==> src/hw/rtl/sdnc_pkg.sv <==
// ----------------------------------------------------------------------------
// sdnc_pkg
// Shared types and constants of the sphere direction nearest cell quantizer.
// ----------------------------------------------------------------------------
package sdnc_pkg;

    // Fixed field widths
    localparam int IDX_W  = 5;   // entry index of a load
    localparam int CELL_W = 5;   // result cell index
    localparam int PCNT_W = 6;   // point count register

    localparam logic [PCNT_W-1:0] PCNT_RESET = 6'd32;

    // Command codes
    localparam logic CMD_LOAD  = 1'b0;
    localparam logic CMD_QUERY = 1'b1;

    // Classified operation, front to back
    typedef struct packed {
        logic query;   // nearest search
        logic write;   // table write with an index in range
    } t_op_ctl;

    // Back end sequencer
    typedef enum logic [2:0] {
        S_IDLE  = 3'b001,
        S_SCAN  = 3'b010,
        S_DRAIN = 3'b100
    } t_state;

endpackage

==> src/hw/rtl/sdnc_front.sv <==
// ----------------------------------------------------------------------------
// sdnc_front
// Accepts input items, classifies them and drops loads with an index past the
// table.
// ----------------------------------------------------------------------------
module sdnc_front import sdnc_pkg::*; #(
    parameter int MAX_POINTS = 32,
    parameter int COORD_BITS = 16
) (
    input  logic                          i_push,
    output logic                          o_full,
    input  logic                          i_cmd,
    input  logic [IDX_W-1:0]              i_entry_index,
    input  logic signed [COORD_BITS-1:0]  i_vec_x,
    input  logic signed [COORD_BITS-1:0]  i_vec_y,
    input  logic signed [COORD_BITS-1:0]  i_vec_z,
    input  logic                          i_q_full,
    output logic                          o_q_push,
    output t_op_ctl                       o_op_ctl,
    output logic [IDX_W-1:0]              o_op_addr,
    output logic [3*COORD_BITS-1:0]       o_op_vec
);

    logic accept;
    logic in_range;

    assign o_full   = i_q_full;
    assign accept   = i_push && !i_q_full;
    assign in_range = int'(i_entry_index) < MAX_POINTS;

    always_comb begin
        o_op_ctl.query = (i_cmd == CMD_QUERY);
        o_op_ctl.write = (i_cmd == CMD_LOAD) && in_range;
    end

    // Drop loads that fall outside the table
    assign o_q_push  = accept && (o_op_ctl.query || o_op_ctl.write);
    assign o_op_addr = i_entry_index;
    assign o_op_vec  = {i_vec_x, i_vec_y, i_vec_z};

endmodule

==> src/hw/rtl/sdnc_queue.sv <==
// ----------------------------------------------------------------------------
// sdnc_queue
// Short register queue between the front and back parts.
// ----------------------------------------------------------------------------
module sdnc_queue #(
    parameter int W     = 8,
    parameter int DEPTH = 4
) (
    input  logic         i_clk,
    input  logic         i_rst_n,
    input  logic         i_push,
    input  logic [W-1:0] i_data,
    output logic         o_full,
    input  logic         i_pop,
    output logic [W-1:0] o_data,
    output logic         o_empty
);

    localparam int PW    = $clog2(DEPTH);
    localparam int CNT_W = $clog2(DEPTH + 1);

    logic [W-1:0]     r_mem [DEPTH];
    logic [PW-1:0]    r_wr;
    logic [PW-1:0]    r_rd;
    logic [CNT_W-1:0] r_count;

    assign o_full  = (r_count == CNT_W'(DEPTH));
    assign o_empty = (r_count == '0);
    assign o_data  = r_mem[r_rd];

    always_ff @(posedge i_clk) begin
        if (!i_rst_n) begin
            r_wr    <= '0;
            r_rd    <= '0;
            r_count <= '0;
        end else begin
            if (i_push) begin
                r_wr <= (r_wr == PW'(DEPTH - 1)) ? '0 : r_wr + 1'b1;
            end
            if (i_pop) begin
                r_rd <= (r_rd == PW'(DEPTH - 1)) ? '0 : r_rd + 1'b1;
            end
            if (i_push && !i_pop) begin
                r_count <= r_count + 1'b1;
            end else if (!i_push && i_pop) begin
                r_count <= r_count - 1'b1;
            end
        end
    end

    always_ff @(posedge i_clk) begin
        if (i_push) begin
            r_mem[r_wr] <= i_data;
        end
    end

    a_no_overflow: assert property (@(posedge i_clk) disable iff (!i_rst_n)
        i_push |-> !o_full)
        else $error("queue push while full");

    a_no_underflow: assert property (@(posedge i_clk) disable iff (!i_rst_n)
        i_pop |-> !o_empty)
        else $error("queue pop while empty");

endmodule

==> src/hw/rtl/sdnc_back.sv <==
// ----------------------------------------------------------------------------
// sdnc_back
// Point table, dot product pipeline and nearest search sequencer.
// ----------------------------------------------------------------------------
module sdnc_back import sdnc_pkg::*; #(
    parameter int MAX_POINTS = 32,
    parameter int COORD_BITS = 16
) (
    input  logic                      i_clk,
    input  logic                      i_rst_n,
    input  logic                      i_cfg_we,
    input  logic [PCNT_W-1:0]         i_cfg_wdata,
    input  logic                      i_q_empty,
    output logic                      o_q_pop,
    input  t_op_ctl                   i_op_ctl,
    input  logic [IDX_W-1:0]          i_op_addr,
    input  logic [3*COORD_BITS-1:0]   i_op_vec,
    output logic                      o_res_valid,
    input  logic                      i_res_take,
    output logic [CELL_W-1:0]         o_nearest_cell
);

    localparam int AW = $clog2(MAX_POINTS);
    localparam int CB = COORD_BITS;
    localparam int VW = 3 * CB;
    localparam int PW = 2 * CB;
    localparam int DW = 2 * CB + 1;

    logic [VW-1:0]         r_table [MAX_POINTS];
    t_state                r_state;
    t_state                n_state;
    logic [PCNT_W-1:0]     r_point_count;
    logic [AW-1:0]         r_addr;
    logic [AW-1:0]         r_last_idx;
    logic [AW-1:0]         n_last_idx;
    logic signed [CB-1:0]  r_qx;
    logic signed [CB-1:0]  r_qy;
    logic signed [CB-1:0]  r_qz;
    logic [VW-1:0]         r_rdata;
    logic                  r_v1;
    logic                  r_v2;
    logic                  r_v3;
    logic                  r_last1;
    logic                  r_last2;
    logic                  r_last3;
    logic                  r_first1;
    logic                  r_first2;
    logic                  r_first3;
    logic [AW-1:0]         r_idx1;
    logic [AW-1:0]         r_idx2;
    logic [AW-1:0]         r_idx3;
    logic signed [PW-1:0]  r_px;
    logic signed [PW-1:0]  r_py;
    logic signed [PW-1:0]  r_pz;
    logic signed [DW-1:0]  r_dot;
    logic signed [DW-1:0]  r_best;
    logic [AW-1:0]         r_best_idx;
    logic                  r_out_valid;
    logic [AW-1:0]         r_out;

    logic                  take_out;
    logic                  start_query;
    logic                  pop_load;
    logic                  wr_en;
    logic                  rd_en;
    logic                  update;
    logic                  finish;
    logic [AW-1:0]         win_idx;
    logic [AW-1:0]         wr_addr;

    assign take_out = i_res_take && r_out_valid;

    // Start a query only when the result register is free by its end
    always_comb begin
        start_query = 1'b0;
        pop_load    = 1'b0;
        if (r_state == S_IDLE && !i_q_empty) begin
            if (i_op_ctl.query) begin
                start_query = !r_out_valid || take_out;
            end else begin
                pop_load = 1'b1;
            end
        end
    end

    assign o_q_pop = start_query || pop_load;
    assign wr_en   = pop_load && i_op_ctl.write;
    assign wr_addr = AW'(i_op_addr);
    assign rd_en   = (r_state == S_SCAN);

    // Clamp the count to one through the table size
    always_comb begin
        priority if (r_point_count == '0) begin
            n_last_idx = '0;
        end else if (int'(r_point_count) >= MAX_POINTS) begin
            n_last_idx = AW'(MAX_POINTS - 1);
        end else begin
            n_last_idx = AW'(r_point_count - 1'b1);
        end
    end

    assign update  = r_v3 && (r_first3 || (r_dot > r_best));
    assign win_idx = update ? r_idx3 : r_best_idx;
    assign finish  = r_v3 && r_last3;

    always_comb begin
        n_state = r_state;
        unique case (r_state)
            S_IDLE: begin
                if (start_query) begin
                    n_state = S_SCAN;
                end
            end
            S_SCAN: begin
                if (r_addr == r_last_idx) begin
                    n_state = S_DRAIN;
                end
            end
            S_DRAIN: begin
                if (finish) begin
                    n_state = S_IDLE;
                end
            end
            default: begin
                n_state = S_IDLE;
            end
        endcase
    end

    always_ff @(posedge i_clk) begin
        if (!i_rst_n) begin
            r_state       <= S_IDLE;
            r_point_count <= PCNT_RESET;
            r_addr        <= '0;
            r_v1          <= 1'b0;
            r_v2          <= 1'b0;
            r_v3          <= 1'b0;
            r_out_valid   <= 1'b0;
        end else begin
            r_state <= n_state;
            if (i_cfg_we) begin
                r_point_count <= i_cfg_wdata;
            end
            if (start_query) begin
                r_addr <= '0;
            end else if (rd_en) begin
                r_addr <= r_addr + 1'b1;
            end
            r_v1 <= rd_en;
            r_v2 <= r_v1;
            r_v3 <= r_v2;
            if (finish) begin
                r_out_valid <= 1'b1;
            end else if (take_out) begin
                r_out_valid <= 1'b0;
            end
        end
    end

    // Table: one write port, one registered read port
    always_ff @(posedge i_clk) begin
        if (wr_en) begin
            r_table[wr_addr] <= i_op_vec;
        end
        if (rd_en) begin
            r_rdata <= r_table[r_addr];
        end
    end

    // Dot product pipeline: read, multiply, sum, compare
    always_ff @(posedge i_clk) begin
        if (start_query) begin
            r_qx       <= $signed(i_op_vec[VW-1:2*CB]);
            r_qy       <= $signed(i_op_vec[2*CB-1:CB]);
            r_qz       <= $signed(i_op_vec[CB-1:0]);
            r_last_idx <= n_last_idx;
        end
        r_idx1   <= r_addr;
        r_last1  <= (r_addr == r_last_idx);
        r_first1 <= (r_addr == '0);

        r_px     <= r_qx * $signed(r_rdata[VW-1:2*CB]);
        r_py     <= r_qy * $signed(r_rdata[2*CB-1:CB]);
        r_pz     <= r_qz * $signed(r_rdata[CB-1:0]);
        r_idx2   <= r_idx1;
        r_last2  <= r_last1;
        r_first2 <= r_first1;

        r_dot    <= DW'(r_px) + DW'(r_py) + DW'(r_pz);
        r_idx3   <= r_idx2;
        r_last3  <= r_last2;
        r_first3 <= r_first2;

        if (update) begin
            r_best <= r_dot;
        end
        if (r_v3) begin
            r_best_idx <= win_idx;
        end
        if (finish) begin
            r_out <= win_idx;
        end
    end

    assign o_res_valid    = r_out_valid;
    assign o_nearest_cell = CELL_W'(r_out);

    a_pop_idle: assert property (@(posedge i_clk) disable iff (!i_rst_n)
        o_q_pop |-> (r_state == S_IDLE))
        else $error("operation taken while a query runs");

    a_scan_range: assert property (@(posedge i_clk) disable iff (!i_rst_n)
        (r_state == S_SCAN) |-> (r_addr <= r_last_idx))
        else $error("scan address past last entry");

    a_finish_free: assert property (@(posedge i_clk) disable iff (!i_rst_n)
        finish |-> !r_out_valid)
        else $error("query finished over a waiting result");

endmodule

==> src/hw/rtl/sphere_direction_nearest_cell_top.sv <==
// ----------------------------------------------------------------------------
// sphere_direction_nearest_cell_top
// Nearest direction quantizer on the unit sphere over a loadable point table.
// ----------------------------------------------------------------------------
// A load (cmd 0) writes one Q1.14 direction into the point table and returns
// nothing; a load whose index is past the table is dropped. A query (cmd 1)
// returns the index of the table point with the largest exact dot product
// against the query vector, lowest index on ties, which for unit table points
// is the nearest point on the sphere. Only entries 0 to point_count-1 take
// part (a count of zero acts as one, a count past the table as the full
// table), and every one of them must have been loaded. Both sides look like
// queues: items enter through push/full into a four-deep queue, results leave
// through empty/pop from an output register. While a result waits, loads still
// pass; full rises once a waiting query and the items behind it fill the queue.
// A query scans the table, which has one read port and delivers one entry per
// cycle into a read, multiply, sum, compare pipeline; the back end takes no
// other item until the scan ends. A query starts only once the previous result
// has been taken or is being taken. The user must write point_count through
// i_cfg_we/i_cfg_wdata only while the block is idle (not enforced); it resets to 32.
// ----------------------------------------------------------------------------
module sphere_direction_nearest_cell_top import sdnc_pkg::*; #(
    parameter int MAX_POINTS = 32,
    parameter int COORD_BITS = 16
) (
    input  logic                          i_clk,
    input  logic                          i_rst_n,
    // Configuration
    input  logic                          i_cfg_we,
    input  logic [PCNT_W-1:0]             i_cfg_wdata,
    // Input items
    input  logic                          push,
    output logic                          full,
    input  logic                          i_cmd,
    input  logic [IDX_W-1:0]              i_entry_index,
    input  logic signed [COORD_BITS-1:0]  i_vec_x,
    input  logic signed [COORD_BITS-1:0]  i_vec_y,
    input  logic signed [COORD_BITS-1:0]  i_vec_z,
    // Results
    output logic                          empty,
    input  logic                          pop,
    output logic [CELL_W-1:0]             o_nearest_cell
);

    localparam int CTL_W = $bits(t_op_ctl);
    localparam int VW    = 3 * COORD_BITS;
    localparam int QW    = CTL_W + IDX_W + VW;

    logic              q_push;
    logic              q_full;
    logic              q_pop;
    logic              q_empty;
    logic [QW-1:0]     q_wdata;
    logic [QW-1:0]     q_rdata;
    t_op_ctl           f_ctl;
    logic [IDX_W-1:0]  f_addr;
    logic [VW-1:0]     f_vec;
    t_op_ctl           b_ctl;
    logic [IDX_W-1:0]  b_addr;
    logic [VW-1:0]     b_vec;
    logic              res_valid;

    // Front: classify and drop out-of-range loads
    sdnc_front #(
        .MAX_POINTS (MAX_POINTS),
        .COORD_BITS (COORD_BITS)
    ) u_front (
        .i_push        (push),
        .o_full        (full),
        .i_cmd         (i_cmd),
        .i_entry_index (i_entry_index),
        .i_vec_x       (i_vec_x),
        .i_vec_y       (i_vec_y),
        .i_vec_z       (i_vec_z),
        .i_q_full      (q_full),
        .o_q_push      (q_push),
        .o_op_ctl      (f_ctl),
        .o_op_addr     (f_addr),
        .o_op_vec      (f_vec)
    );

    assign q_wdata = {f_ctl, f_addr, f_vec};

    // Hold classified operations until the back end is free
    sdnc_queue #(
        .W     (QW),
        .DEPTH (4)
    ) u_queue (
        .i_clk   (i_clk),
        .i_rst_n (i_rst_n),
        .i_push  (q_push),
        .i_data  (q_wdata),
        .o_full  (q_full),
        .i_pop   (q_pop),
        .o_data  (q_rdata),
        .o_empty (q_empty)
    );

    assign b_ctl  = t_op_ctl'(q_rdata[QW-1:IDX_W+VW]);
    assign b_addr = q_rdata[IDX_W+VW-1:VW];
    assign b_vec  = q_rdata[VW-1:0];

    // Back: table writes and the nearest search
    sdnc_back #(
        .MAX_POINTS (MAX_POINTS),
        .COORD_BITS (COORD_BITS)
    ) u_back (
        .i_clk          (i_clk),
        .i_rst_n        (i_rst_n),
        .i_cfg_we       (i_cfg_we),
        .i_cfg_wdata    (i_cfg_wdata),
        .i_q_empty      (q_empty),
        .o_q_pop        (q_pop),
        .i_op_ctl       (b_ctl),
        .i_op_addr      (b_addr),
        .i_op_vec       (b_vec),
        .o_res_valid    (res_valid),
        .i_res_take     (pop),
        .o_nearest_cell (o_nearest_cell)
    );

    assign empty = !res_valid;

endmodule
==> config.mk <==
export PLATFORM = sky130hd
export DESIGN_NAME = sphere_direction_nearest_cell_top
export DESIGN_NICKNAME = d
export VERILOG_FILES = /design/src/hw/rtl/sdnc_pkg.sv /design/src/hw/rtl/sdnc_front.sv /design/src/hw/rtl/sdnc_queue.sv /design/src/hw/rtl/sdnc_back.sv /design/src/hw/rtl/sphere_direction_nearest_cell_top.sv
export SDC_FILE = /design/constraint.sdc
export NUM_CORES = 2
export LEC_CHECK = 0
export BUFFER_PORTS_ARGS = -buffer_cell sky130_fd_sc_hd__buf_2
export CAP_MARGIN = 20
export CORE_ASPECT_RATIO = 1.1
export CORE_MARGIN = 5
export CORE_UTILIZATION = 50
export CTS_CLUSTER_DIAMETER = 120
export DETAILED_ROUTE_END_ITERATION = 10
export PLACE_DENSITY = 0.64
export SLEW_MARGIN = 5
export SYNTH_ARGS = -nofsm -noshare
export SYNTH_HDL_FRONTEND = slang
export SYNTH_SLANG_ARGS = --single-unit
==> constraint.sdc <==
create_clock -name i_clk -period 17.3 [get_ports i_clk]
set_clock_uncertainty 0.1 [all_clocks]
set_input_delay 1.73 -clock i_clk [delete_from_list [all_inputs] [get_ports i_clk]]
set_output_delay 1.73 -clock i_clk [all_outputs]
set_load 0.005 [all_outputs]
# Word-level counts from Yosys, hierarchy flattened

Memories as Yosys holds them, arrays and structs flattened. A register that Yosys moved wholly into a read port is not among the register bits.
Cells that the tools add are included.

Mux-type cells: 22
Eq/ne operators: 10
$add $sub $neg: 8
$lt $le $gt $ge: 2
Reduce and logical (&&, ||, !) cells: 23
Multiply operators: 3
Bitwise logic cells: 2

Operator list:

| cell                                                                     | count |
|---|---|
| 16-bit by 16-bit multiplier with 32-bit output                           | 3 |
| 32-bit by 32-bit adder with 33-bit output                                | 1 |
| 33-bit by 32-bit adder with 33-bit output                                | 1 |
| 33-bit > comparator                                                      | 1 |
| 3-bit 2-to-1 mux                                                         | 5 |
| 1-bit 2-to-1 mux                                                         | 10 |
| 5-bit 2-to-1 mux                                                         | 2 |
| 3-bit case mux with 3 select lines                                       | 1 |
| 1-bit logical AND                                                        | 8 |
| 2-bit 2-to-1 mux                                                         | 4 |
| 3-bit equality test (second input constant)                              | 2 |
| 6-bit >= comparator (second input constant)                              | 1 |
| 6-bit zero test                                                          | 1 |
| 5-bit by 1-bit adder with 5-bit output (second input constant)           | 1 |
| 5-bit equality test                                                      | 1 |
| 1-bit zero test                                                          | 5 |
| 5-bit zero test                                                          | 1 |
| 5-bit by 1-bit subtractor with 5-bit output (second input constant)      | 1 |
| 2-bit by 1-bit adder with 2-bit output (second input constant)           | 2 |
| 2-bit equality test (second input constant)                              | 2 |
| 2-bit by 1-bit inequality test with 1-bit output (second input constant) | 2 |
| 2-bit nonzero test                                                       | 2 |
| 3-bit by 1-bit adder with 3-bit output (second input constant)           | 1 |
| 3-bit by 1-bit equality test with 1-bit output (second input constant)   | 1 |
| other kinds (8)                                                          | 11 |

Memory bits (writable): 1756
Bits of input ports: 65
Flip-flop bits (word level): 271
Output and inout port bits: 7
Memories kept: 2

Memory list:

| memory         | words | width | rd ports | clocked after Yosys merged registers in | wr ports | line             | RTL |
|---|---|---|---|---|---|---|---|
| u_back.r_table | 32    | 48    | 1        | 1                                       | 1        | sdnc_back.sv:29  | `logic [VW-1:0] r_table [MAX_POINTS];` |
| u_queue.r_mem  | 4     | 55    | 1        | 1                                       | 1        | sdnc_queue.sv:22 | `logic [W-1:0] r_mem [DEPTH];` |

# Logic depth before layout (Yosys ltp)

Depth in word-level cells: 8
Gate-level depth with buffers: 24
Gate-level depth less buffers: 22

# Cells and area by module

From an unflattened synthesis, not the netlist that was laid out.

Cells, all modules: 6676
Area, all modules: 108036.1 um^2

By module, submodules not included:

| module                            | area each (um^2) | instances | cells an instance |
|---|---|---|---|
| sdnc_back                         | 99138.8          | 1         | 6287 |
| sdnc_queue                        | 8463.1           | 1         | 331 |
| sdnc_front                        | 430.4            | 1         | 57 |
| sphere_direction_nearest_cell_top | 3.8              | 1         | 1 |

# Worst setup path after synthesis

No wires, ideal clock.

Kind: input-to-reg
Start: input port pop
End: register u_back.r_addr[0]
Required time: 17079 ps
Slack: 10780 ps
Arrival: 6299 ps
Stages: 4
Library setup time: 121 ps
Buffers on the path: 0
Path through: nor2_1 > nor3b_1 > nand2b_1 > nor2_1

Word-level cells in the longest chain between the ends: 5

Ends and longest elaborated chain:

| what                                | line                                    | RTL |
|---|---|---|
| start: declaration                  | sphere_direction_nearest_cell_top.sv:40 | `input logic pop,` |
| 1-bit logical AND                   | sdnc_back.sv:71                         | `assign take_out = i_res_take && r_out_valid;` |
| 1-bit logical OR                    | sdnc_back.sv:79                         | `start_query = !r_out_valid \|\| take_out;` |
| 1-bit 2-to-1 mux                    | sdnc_back.sv:78                         | `if (i_op_ctl.query) begin` |
| 1-bit 2-to-1 mux                    | sdnc_back.sv:77                         | `if (r_state == S_IDLE && !i_q_empty) begin` |
| named net u_back.start_query        | sdnc_back.sv:62                         | `logic start_query;` |
| 2-bit OR reduction (no source line) | n/a                                     |  |
| end signal: assignment              | sdnc_back.sv:147                        | `r_addr <= r_addr + 1'b1;` |
| end: declaration                    | sdnc_back.sv:33                         | `logic [AW-1:0] r_addr;` |

The timed path passes the listed nets, and every way through them passes these cells.
A chain may end at the register's enable or synchronous reset.

# Worst setup path after layout

Start: register u_back.r_qy[10]
End: register u_back.r_py[24]

Word-level cells in the longest chain between the ends: 1

Ends and longest elaborated chain:

| what                                           | line             | RTL |
|---|---|---|
| start: declaration                             | sdnc_back.sv:37  | `logic signed [CB-1:0] r_qy;` |
| start signal: assignment                       | sdnc_back.sv:174 | `r_qy <= $signed(i_op_vec[2*CB-1:CB]);` |
| 16-bit by 16-bit multiplier with 32-bit output | sdnc_back.sv:183 | `r_py <= r_qy * $signed(r_rdata[2*CB-1:CB]);` |
| end signal: assignment                         | sdnc_back.sv:183 |  |
| end: declaration                               | sdnc_back.sv:53  | `logic signed [PW-1:0] r_py;` |

Every way passes these cells.

==> summary.md <==
The flow ran to the end, and the final reports show no timing, DRC or antenna violations. The worst path uses 39.5% of the clock period. During synthesis, Yosys emitted a total of 0 warnings. The area taken by multi-input logic gates was 42700 sq um; the number of buffers added on ports was 71.

At the pin with the least slew margin, the transition time is 1.10 ns. The endpoint identified for the worst register-to-register timing path is u_back.r_py[24]. The tools report the number of hold buffers added after CTS as 0. Registers take 60600 sq um. Measured along the y axis, the die boundary spans 496 um. The total clock sinks is 2077, and the total track usage is 22.8%. The most numerous cell type found on the critical path is sky130_fd_sc_hd__fa_1. The final layout contains routed wiring with a total length of 251000 um. Setup violations remaining at the end of the flow were counted as 0. When the netlist entered floorplanning its net count stood at 7841. In this run the worst setup path begins at u_back.r_qy[10]. The number of resized instances in the post-cts repair step was 0; the post-synthesis to final-layout area growth was 9.76%. The number of instances in the synthesized netlist is 6637, and the maximum number of pins on one net before global-route repair is 142. The placed wire-length estimate after detailed placement is 157000 um. The final count of pins violating max slew was 0; the via count normalized by instance count was 5.67. The largest individual stage delay along the critical path comes from the cell sky130_fd_sc_hd__edfxtp_1. The H-tree depth was 4.

The worst setup path is launched from a flop. For the first-pass GRT wire length, the log shows 379000 um. At the end of routability-driven placement, the weighted congestion stood at 0.858. Clock-pin slew was measured on the worst setup and hold paths at 0.06 ns. The number of antenna violations at the first check in global routing came out at 15. In this run the most critical hold path is launched from u_back.r_last1. The first detailed-routing pass ran for 6 iterations.

The most frequently used flop master after synthesis was sky130_fd_sc_hd__edfxtp_1. Number of max-capacitance violations reported: 0. Synthesis inferred 2077 register bits. The path class of the tightest hold or removal check is flop to flop. The total overflow left after global routing is 0. The async set-or-reset flop fraction in the synthesized netlist works out to 0%. The master cell of the clock root buffer is sky130_fd_sc_hd__clkbuf_16. After synthesis, the mean cell area works out to 16.2 sq um. Along the worst path, the maximum fanout reaches 16.

The region available for standard cell placement spans 214000 sq um. Effective utilization at floorplan: 50.2%. TritonCTS built the clock tree. The headroom to the max-slew limit was 26.5%.

The total via count after detailed routing is 55466. The leading area contributor after synthesis is sky130_fd_sc_hd__edfxtp_1. Summed over all failing endpoints, the final setup total negative slack is 0 ns. By area the synthesized netlist is led by sky130_fd_sc_hd__edfxtp_1 53%, sky130_fd_sc_hd__fa_1 15%, sky130_fd_sc_hd__mux4_2 11%. Of the cells placed in the final design, the portion with a size suffix greater than 1 is 15.7%.

The first routing iteration left 5126 violations. The fraction of the yosys area taken by sequential cells was 56.4%. After detailed routing, the average wire length per cell comes to 25.6 um. Static timing analysis puts the maximum clock frequency at 146 MHz.

Setup repair after global routing left no endpoint under its margin. The startpoint identified for the worst register-to-register timing path is u_back.r_qy[10]. The boundary pin count was 72; the distinct cell type count after synthesis was 71. The tools report the worst-case register-to-register setup slack as 10.47 ns. The tools report the DRC violations left as 0. The number of cells on the worst reg-to-reg path is 19.

The endpoint required time on the critical path was 17.85 ns. The final layout contains 7939 nets. The tools report the synthesized area as 108000 sq um.

The number of global-route vias before repair is 59010. Of the post-synthesis cell area, the dominant cell type holds 53.1%. The tools report the number of buffers on the longest clock path as 3. The count of nets left with antenna violations once routing finished came out at 0. After synthesis, the most frequently instantiated cells are 1900 x sky130_fd_sc_hd__edfxtp_1, 953 x sky130_fd_sc_hd__inv_1, 820 x sky130_fd_sc_hd__fa_1, 535 x sky130_fd_sc_hd__mux4_2, 426 x sky130_fd_sc_hd__nand2_1. The number of fill cells came out at 16831. Buffers added to address setup during post-CTS repair amount to 0. The worst path in the final design needs a cycle of 6.83 ns, including I/O delays and setup.

The number of endpoints with negative hold slack in the final report was 0. By startpoint and endpoint, the worst setup path is classified as flop to flop. Counting instances, the worst hold path has a depth of 0.

Clock latency on the worst-skew pair, taken at its later pin, is 0.85 ns. The critical path goes through and2_1 -> fa_1 -> inv_1 -> fa_1 -> fa_1 -> inv_1 -> fa_1 -> fa_1 -> inv_1 -> fa_1 -> inv_1 -> ha_1 -> and2_1 -> nand4_1 -> nor3_1 -> o221ai_1 -> a21oi_1 -> mux2i_1 -> nand3_1. The die is 452 um wide. The path with the worst hold slack has its endpoint at u_back.r_last2. The floorplan step defined a die boundary enclosing 224000 sq um. The worst setup path is captured at a flop.

In this run, synthesis inferred 1900 flip-flops with an integrated enable. The leading cell type by number of instances after synthesis is sky130_fd_sc_hd__edfxtp_1. The number of clock buffers added by TritonCTS is 199. The largest single stage delay on the critical path is 0.68 ns. The floorplan has 178 rows. Data arrives at the worst endpoint at 7.39 ns.
-- layout by cell type (no fill, tap or decap), types with 8 or more instances in the layout --
cell                         Yosys  routed
sky130_fd_sc_hd__nor3_1         22      22
sky130_fd_sc_hd__a221oi_1        8       8
sky130_fd_sc_hd__dfxtp_1       177     170
sky130_fd_sc_hd__and3_1         20      20
sky130_fd_sc_hd__mux2_2         49      49
sky130_fd_sc_hd__nor2_4          0      33
sky130_fd_sc_hd__clkinvlp_4      0      11
sky130_fd_sc_hd__nor2b_1        22      22
sky130_fd_sc_hd__fa_1          820     820
sky130_fd_sc_hd__nand3b_1       12      12
sky130_fd_sc_hd__and2_1        379     375
sky130_fd_sc_hd__a21oi_1       104     103
sky130_fd_sc_hd__xor2_1         36      36
sky130_fd_sc_hd__a211oi_1       17      17
sky130_fd_sc_hd__mux4_2        535     535
sky130_fd_sc_hd__clkinv_2        0      40
sky130_fd_sc_hd__mux2i_1        12      12
sky130_fd_sc_hd__clkbuf_8        0      11
sky130_fd_sc_hd__clkbuf_1      182      36
sky130_fd_sc_hd__clkbuf_16       0     202
sky130_fd_sc_hd__a21o_1         46      46
sky130_fd_sc_hd__or3_1           9       9
sky130_fd_sc_hd__o21bai_1       23      23
sky130_fd_sc_hd__clkinv_1        1      36
sky130_fd_sc_hd__xnor2_1       107     107
sky130_fd_sc_hd__edfxtp_1     1900    1900
sky130_fd_sc_hd__bufinv_16       0      17
sky130_fd_sc_hd__o21a_1         17      17
sky130_fd_sc_hd__nand4_1        16      16
sky130_fd_sc_hd__clkinv_16       0       8
sky130_fd_sc_hd__nand3_1        26      26
sky130_fd_sc_hd__o21ai_0        58      58
sky130_fd_sc_hd__ha_1          319     319
sky130_fd_sc_hd__nand2_1       426     426
sky130_fd_sc_hd__buf_4           0      59
sky130_fd_sc_hd__nand2b_1       27      27
sky130_fd_sc_hd__buf_2          42      71
sky130_fd_sc_hd__o211ai_1       15      15
sky130_fd_sc_hd__nor2_1        146     113
sky130_fd_sc_hd__inv_1         953     953
-- state kept, by name (all words and copies together) (netlist names), 2 cells and up, named ones only --
signal	count
u_back.r_best	33
u_back.o_nearest_cell	5
u_back.r_qx	16
u_back.r_addr	5
u_back.r_py	32
u_back.r_last_idx	5
u_queue.r_mem	220
u_back.r_idx2	5
u_queue.r_count	3
u_back.r_rdata	48
u_back.r_pz	32
u_back.r_best_idx	5
u_queue.r_rd	2
u_back.r_qy	16
u_back.r_point_count	6
u_back.r_idx1	5
u_back.r_state	3
u_back.r_qz	16
u_queue.r_wr	2
u_back.r_dot	33
u_back.r_px	32
u_back.r_table	1536
u_back.r_idx3	5
-- critical path: cells and delay by family (launching register included) --
kind / cells / cell delay (ns)
flip-flops: 1 / 0.68
AO/OA/AOI/OAI: 2 / 0.60
buffers and inverters: 4 / 0.21
adder cells (fa/ha/maj): 7 / 3.41
AND/OR/NAND/NOR: 5 / 1.43
multiplexers: 1 / 0.21
-- through the flow --
stage	hold slack (ns)	cell area, sq um	util, %	std cells	setup WS [ns]
2_1_floorplan	0.210	108000	-	6637	10.78
3_3_place_gp	0.211	111000	52.0	9412	10.47
3_5_place_dp	0.212	111000	52.0	9413	10.51
4_1_cts	0.221	118000	55.1	9784	10.50
5_1_grt	0.229	118000	55.1	9786	10.16
6_report	0.225	118000	55.1	9786	10.47
-- final cells by class --
type                       instances  area share, %
sequential                      2077           51.4
multi-input combinational       3367           36.2
clock buffer                     249           4.53
tap                             2880           3.05
inverter                         954           3.03
clock inverter                   122           1.09
timing repair buffer             136          0.778
antenna                            1        0.00212
-- per-layer routing --
metal  vias up  track usage [%]  wire length, um
met5         -                0                0
met4         0             4.97             5290
met3       315             4.04            17700
met2      1888             37.8           122000
met1     29491             32.2           106000
li1      23772                -                -
-- cell families after synthesis --
logic type	Yosys count	share of synthesized area [%]
mux	596	11.8
buf+inv	1193	4.22
xor+xnor	143	1.16
compound gates	365	2.27
flops	2077	56.4
fa+ha+maj	1139	19.0
simple gates	1124	5.18
-- worst max path at each step --
stage                            end  slack [ns]  cells past startpoint
floorplan           u_back.r_addr[0]       10.78                      4
global placement     u_back.r_py[31]       10.47                     18
detailed placement   u_back.r_py[24]       10.51                     19
CTS                  u_back.r_py[24]       10.50                     19
global route         u_back.r_py[31]       10.16                     18
finish               u_back.r_py[24]       10.47                     19
Power is left out: the tool's default activity adds up to more than one toggle a clock period on the data nets, which glitch-free logic cannot reach.
